==> src/sv/assert_macros.svh <==
// Assertion macros shared by the conflict manager RTL.
// Depends on nothing; compiled out when SYNTHESIS is defined.
`ifndef ASSERT_MACROS_SVH
`define ASSERT_MACROS_SVH
`ifndef SYNTHESIS
`define TCM_ASSERT_IMPL(label, clk, rst_n, ante, cons) \
    label: assert property (@(posedge clk) disable iff (!rst_n) (ante) |-> (cons)) \
        else $error("conflict manager check failed");
`define TCM_ASSERT_NEXT(label, clk, rst_n, ante, cons) \
    label: assert property (@(posedge clk) disable iff (!rst_n) (ante) |=> (cons)) \
        else $error("conflict manager check failed");
`else
`define TCM_ASSERT_IMPL(label, clk, rst_n, ante, cons)
`define TCM_ASSERT_NEXT(label, clk, rst_n, ante, cons)
`endif
`endif

==> src/sv/tcm_pkg.sv <==
// Types and codes of the transaction conflict manager.
// No dependencies.
`default_nettype none
package tcm_pkg;
    localparam logic [1:0] OP_BEGIN  = 2'd0;
    localparam logic [1:0] OP_READ   = 2'd1;
    localparam logic [1:0] OP_WRITE  = 2'd2;
    localparam logic [1:0] OP_COMMIT = 2'd3;

    localparam logic [1:0] RES_ACCEPTED  = 2'd0;
    localparam logic [1:0] RES_ABORTED   = 2'd1;
    localparam logic [1:0] RES_COMMITTED = 2'd2;

    typedef struct packed {
        logic [1:0]         op;
        logic [2:0]         thread;
        logic [4:0]         word_index;
        logic signed [31:0] write_value;
    } t_in;

    typedef struct packed {
        logic signed [31:0] read_data;
        logic [1:0]         outcome;
        logic [7:0]         victim_mask;
    } t_out;

    typedef struct packed {
        logic load;
        logic exec;
        logic rd_finish;
        logic walk_start;
        logic walk_step;
        logic commit_finish;
        logic out_load;
    } t_cmd;

    typedef struct packed {
        logic go_read;
        logic go_commit;
        logic walk_done;
        logic out_busy;
    } t_stat;
endpackage
`default_nettype wire

==> src/sv/tcm_ctrl.sv <==
// Sequencer of the conflict manager: decode, read, commit walk, response.
// Depends on tcm_pkg.
`default_nettype none
module tcm_ctrl (
    input  wire logic          i_clk,
    input  wire logic          i_rst_n,
    input  wire logic          i_in_valid,
    output logic               o_in_ready,
    input  wire tcm_pkg::t_stat i_stat,
    output tcm_pkg::t_cmd      o_cmd
);
    typedef enum logic [2:0] {
        S_IDLE, S_DEC, S_RDATA, S_WALK, S_FIN, S_RESP
    } t_state;

    t_state r_state, n_state;

    always_comb begin
        o_cmd   = '0;
        n_state = r_state;
        case (r_state)
            S_IDLE: begin
                if (i_in_valid) begin
                    o_cmd.load = 1'b1;
                    n_state    = S_DEC;
                end
            end
            S_DEC: begin
                if (i_stat.go_read) begin
                    n_state = S_RDATA;
                end else if (i_stat.go_commit) begin
                    o_cmd.walk_start = 1'b1;
                    n_state          = S_WALK;
                end else begin
                    o_cmd.exec = 1'b1;
                    n_state    = S_RESP;
                end
            end
            S_RDATA: begin
                o_cmd.rd_finish = 1'b1;
                n_state         = S_RESP;
            end
            S_WALK: begin
                o_cmd.walk_step = 1'b1;
                if (i_stat.walk_done) begin
                    n_state = S_FIN;
                end
            end
            S_FIN: begin
                o_cmd.commit_finish = 1'b1;
                n_state             = S_RESP;
            end
            S_RESP: begin
                // hold the result until the output register is free
                if (!i_stat.out_busy) begin
                    o_cmd.out_load = 1'b1;
                    n_state        = S_IDLE;
                end
            end
            default: n_state = S_IDLE;
        endcase
    end

    always_ff @(posedge i_clk) begin
        if (!i_rst_n) begin
            r_state <= S_IDLE;
        end else begin
            r_state <= n_state;
        end
    end

    assign o_in_ready = (r_state == S_IDLE);
endmodule
`default_nettype wire

==> config.mk <==
export PLATFORM = sky130hd
export DESIGN_NAME = tcm_ctrl
export DESIGN_NICKNAME = d
export VERILOG_FILES = /design/src/sv/assert_macros.svh /design/src/sv/tcm_pkg.sv /design/src/sv/tcm_ctrl.sv
export SDC_FILE = /design/constraint.sdc
export NUM_CORES = 1
export LEC_CHECK = 0
export BUFFER_PORTS_ARGS = -buffer_cell sky130_fd_sc_hd__buf_2
export CAP_MARGIN = 20
export CORE_AREA = 2 2 39 41
export CTS_CLUSTER_DIAMETER = 40
export DETAILED_ROUTE_END_ITERATION = 8
export DIE_AREA = 0 0 41 43
export GPL_ROUTABILITY_DRIVEN = 0
export MAX_ROUTING_LAYER = met4
export SLEW_MARGIN = 20
export SYNTH_ARGS = -nofsm -noshare
export SYNTH_HDL_FRONTEND = slang
export SYNTH_SLANG_ARGS = --single-unit
==> constraint.sdc <==
create_clock -name i_clk -period 2.15 [get_ports i_clk]
set_clock_uncertainty 0.2 [all_clocks]
set_input_delay 0.1075 -clock i_clk [delete_from_list [all_inputs] [get_ports i_clk]]
set_output_delay 0.1075 -clock i_clk [all_outputs]
set_load 0.005 [all_outputs]
==> flow_results.xml <==
<?xml version="1.0" encoding="UTF-8"?>
<metrics>
  <group name="sta">
    <metric name="grt_setup_unrepaired" unit="">false</metric>
    <metric name="post-route-period-util" unit="%">91.3</metric>
    <metric name="timing.final.ws_setup" unit="ps">187</metric>
    <metric name="final-setup-viol-count" unit="">0</metric>
    <metric name="achievable-frequency" unit="MHz">509</metric>
    <metric name="final.setup.tns" unit="ps">0</metric>
    <metric name="report.final.slew_viol_count" unit="">0</metric>
    <metric name="finalWorstPathRequiredPeriod" unit="ps">1960</metric>
    <metric name="slew_headroom" unit="%">73.1</metric>
    <metric name="tightest_slew" unit="ps">403</metric>
    <metric name="finalHoldViolations" unit="">0</metric>
  </group>
  <group name="clock_network">
    <metric name="clkLatencyLatePin" unit="ps">230</metric>
    <metric name="clockRootBuffer" unit="">sky130_fd_sc_hd__clkbuf_4</metric>
    <metric name="htree_levels" unit="">1</metric>
    <metric name="cts.sinks" unit="">3</metric>
    <metric name="tritoncts" unit="">built</metric>
    <metric name="cts-buffers-inserted" unit="">3</metric>
    <metric name="post_cts.resized_instances" unit="">0</metric>
    <metric name="cts_buffer_depth" unit="">2</metric>
    <metric name="clk_pin_slew" unit="ps">30</metric>
  </group>
  <group name="place">
    <metric name="placedCellCount" unit="">61</metric>
    <metric name="dp_hpwl" unit="µm">476</metric>
    <metric name="dpl_worst_slack" unit="ps">435</metric>
    <metric name="buffer_ports.inserted" unit="">14</metric>
  </group>
  <group name="final_layout">
    <metric name="nets" unit="">58</metric>
    <metric name="largest_reg_flops" unit="">3</metric>
    <metric name="final_layout_size_suffix_gt1_share" unit="%">44.0</metric>
    <metric name="final.fill_count" unit="">150</metric>
    <metric name="layout.cells.non_filler" unit="">66</metric>
    <metric name="largest_registers" unit="">r_state (3)</metric>
    <metric name="regMostFlops" unit="">r_state</metric>
    <metric name="diodes" unit="">0</metric>
    <metric name="synthToLayoutAreaGrowth" unit="%">47.1</metric>
  </group>
  <group name="route">
    <metric name="first_pass_iters" unit="">4</metric>
    <metric name="route.detailed.wl_per_inst" unit="µm">9.55</metric>
    <metric name="remaining_drc_errors" unit="">0</metric>
    <metric name="detail_route.iter0.violations" unit="">1</metric>
    <metric name="wirelength" unit="µm">630</metric>
    <metric name="detail_route.vias_per_cell" unit="">4.50</metric>
    <metric name="detail_route_antenna_nets" unit="">0</metric>
    <metric name="routed_vias" unit="">297</metric>
  </group>
  <group name="grt">
    <metric name="global_route_wire_length_before_repair" unit="µm">848</metric>
    <metric name="grt_usage" unit="%">7.61</metric>
    <metric name="global_route.overflow_total" unit="">0</metric>
    <metric name="grt_start_max_net_pins" unit="">15</metric>
    <metric name="antenna_violations_before_repair" unit="">0</metric>
    <metric name="first_global_vias" unit="">217</metric>
  </group>
  <group name="worst_setup_path">
    <metric name="critical-path-max-stage-delay" unit="ps">550</metric>
    <metric name="crit_arrival" unit="ps">1660</metric>
    <metric name="critical_path_required" unit="ps">1840</metric>
    <metric name="startpoint_class" unit="">flop</metric>
    <metric name="timing_worst_setup_path_type" unit="">flop to output pin</metric>
    <metric name="critical_path.top_delay_family" unit="">simple AND/OR/NAND/NOR gates</metric>
    <metric name="cp_cell_sequence" unit="">or3b_2 &gt; nor3b_1 &gt; buf_2</metric>
    <metric name="cp_num_buf_inv" unit="">1</metric>
    <metric name="timing.critical_path.fanout_max" unit="">14</metric>
    <metric name="critPathSlowestCell" unit="">sky130_fd_sc_hd__dfxtp_1</metric>
    <metric name="regToRegStartpoint" unit="">r_state[0]</metric>
    <metric name="critPathCaptureType" unit="">output pin</metric>
    <metric name="startpoint" unit="">r_state[0]</metric>
  </group>
  <group name="power_and_ir_drop">
    <metric name="pwr-share-clk" unit="%">30.2</metric>
    <metric name="leakage" unit="nW">0.181</metric>
    <metric name="swShare" unit="%">35.6</metric>
    <metric name="power.switching" unit="mW">0.115</metric>
    <metric name="vdd_ir_drop_max" unit="mV">0.500</metric>
    <metric name="share_comb_of_total_power" unit="%">39.7</metric>
    <metric name="p_seq_share" unit="%">30.1</metric>
    <metric name="p_int" unit="mW">0.208</metric>
    <metric name="power_per_standard_cell_area" unit="mW/mm²">844</metric>
  </group>
  <group name="yosys">
    <metric name="synth_top_area_share" unit="%">23.1</metric>
    <metric name="syn_nets" unit="">39</metric>
    <metric name="ys_types" unit="">21</metric>
    <metric name="synth_largest_area_cell" unit="">sky130_fd_sc_hd__dfxtp_1</metric>
    <metric name="synthTopCellsByArea" unit="">sky130_fd_sc_hd__dfxtp_1 23%, sky130_fd_sc_hd__nor2_1 7.2%, sky130_fd_sc_hd__nor3_4 6.3%</metric>
    <metric name="postSynth.topFlopCell" unit="">sky130_fd_sc_hd__dfxtp_1</metric>
    <metric name="post_synthesis_instance_area" unit="µm²">260</metric>
    <metric name="share_of_the_yosys_chip_area_belonging_to_registers" unit="%">23.1</metric>
    <metric name="synth_commonest_cells" unit="">5 x sky130_fd_sc_hd__nor2_1, 3 x sky130_fd_sc_hd__dfxtp_1, 3 x sky130_fd_sc_hd__nor3_1</metric>
    <metric name="async_flop_share" unit="%">0</metric>
    <metric name="ys_warn_count" unit="">0</metric>
    <metric name="count_of_flip_flops_with_a_built_in_enable_after_synthesis" unit="">0</metric>
    <metric name="synth_cells" unit="">32</metric>
    <metric name="synth_most_common_cell" unit="">sky130_fd_sc_hd__nor2_1</metric>
    <metric name="synth_area_per_cell" unit="µm²">8.13</metric>
    <metric name="yosys_register_bits" unit="">3</metric>
  </group>
  <group name="hold_path">
    <metric name="worstHoldPathType" unit="">primary input to flop</metric>
    <metric name="launch_instance_of_the_worst_min_delay_path" unit="">i_stat[2]</metric>
  </group>
  <group name="floorplanning">
    <metric name="core" unit="mm²">0.00138</metric>
    <metric name="die_y" unit="µm">43</metric>
    <metric name="design.portCount" unit="">15</metric>
    <metric name="die_area" unit="mm²">0.00176</metric>
    <metric name="num_rows" unit="">14</metric>
    <metric name="initial_utilization" unit="%">18.8</metric>
    <metric name="die_x" unit="µm">41</metric>
  </group>
  <group name="outcome">
    <metric name="status" unit="">finished clean</metric>
  </group>
  <group name="job">
    <metric name="cap_violations" unit="">0</metric>
  </group>
</metrics>
## layer usage
layer  part of all wire, %  track usage, %
met4                     0               0
met5                     0               -
met3                   9.2            6.28
met1                    48            10.3
met2                    42            9.38
## logic make-up after synthesis
group / Yosys count / share of synthesized area [%]
buf+inv: 2 / 2.88
flops: 3 / 23.1
simple gates: 19 / 48.1
compound gates: 8 / 26.0
## through the flow
| stage | hold slack [ps] | power (mW) | instance area [µm²] | util [%] |
|---|---|---|---|---|
| global route | 62.3 | 0.352 | 383 | 27.7 |
| detailed placement | 152 | 0.226 | 347 | 25.0 |
| finish | 60.3 | 0.323 | 383 | 27.7 |
| global placement | 145 | 0.222 | 347 | 25.0 |
| floorplan | 25.1 | 0.179 | 260 | - |
| CTS | 53.7 | 0.330 | 383 | 27.7 |
## worst min-delay path, delay by kind of cell
kind | cells | cell delay [ps]
AND/OR/NAND/NOR | 1 | 50
buffers and inverters | 1 | 120
AO/OA/AOI/OAI | 1 | 170
## cell type report
cell class / instances / area [µm²] / share of cell area, %
inverters: 1 / 3.75 / 0.980
flip-flops and latches: 3 / 60.1 / 15.7
clock buffers: 4 / 26.3 / 6.86
well taps: 16 / 20.0 / 5.23
repair buffers: 15 / 80.1 / 20.9
multi-input cells: 27 / 193 / 50.3
## cell usage in the layout (no fill, tap or decap), types with 2 or more instances in the layout
| master | instances |
|---|---|
| sky130_fd_sc_hd__nor3_1 | 3 |
| sky130_fd_sc_hd__dfxtp_1 | 3 |
| sky130_fd_sc_hd__clkbuf_4 | 3 |
| sky130_fd_sc_hd__nor2b_1 | 2 |
| sky130_fd_sc_hd__buf_2 | 14 |
| sky130_fd_sc_hd__o21a_1 | 2 |
| sky130_fd_sc_hd__nor2_1 | 5 |
| sky130_fd_sc_hd__o22ai_1 | 2 |
## power by group through the flow
stage                     Sequential (mW)  Clock [mW]  Combinational, mW
after floorplan                    0.0841           0             0.0953
after global placement             0.0963           0              0.125
after detailed placement           0.0979           0              0.128
after CTS                          0.0972       0.103              0.130
after global routing                0.101       0.110              0.141
final                              0.0974      0.0975              0.128
## path summary, 6_finish.rpt
check                to  slack (ps)  cells past startpoint
max            o_cmd[3]         190                      3
max reg2reg  r_state[1]         480                      3
min          r_state[2]          60                      3
min reg2reg  r_state[0]         500                      2
## timing repair
item	in CTS	in global routing
setup buffers	0	0
hold endpoints to repair	3	0
hold buffers	1	0
(Power assumes the default switching activity.)
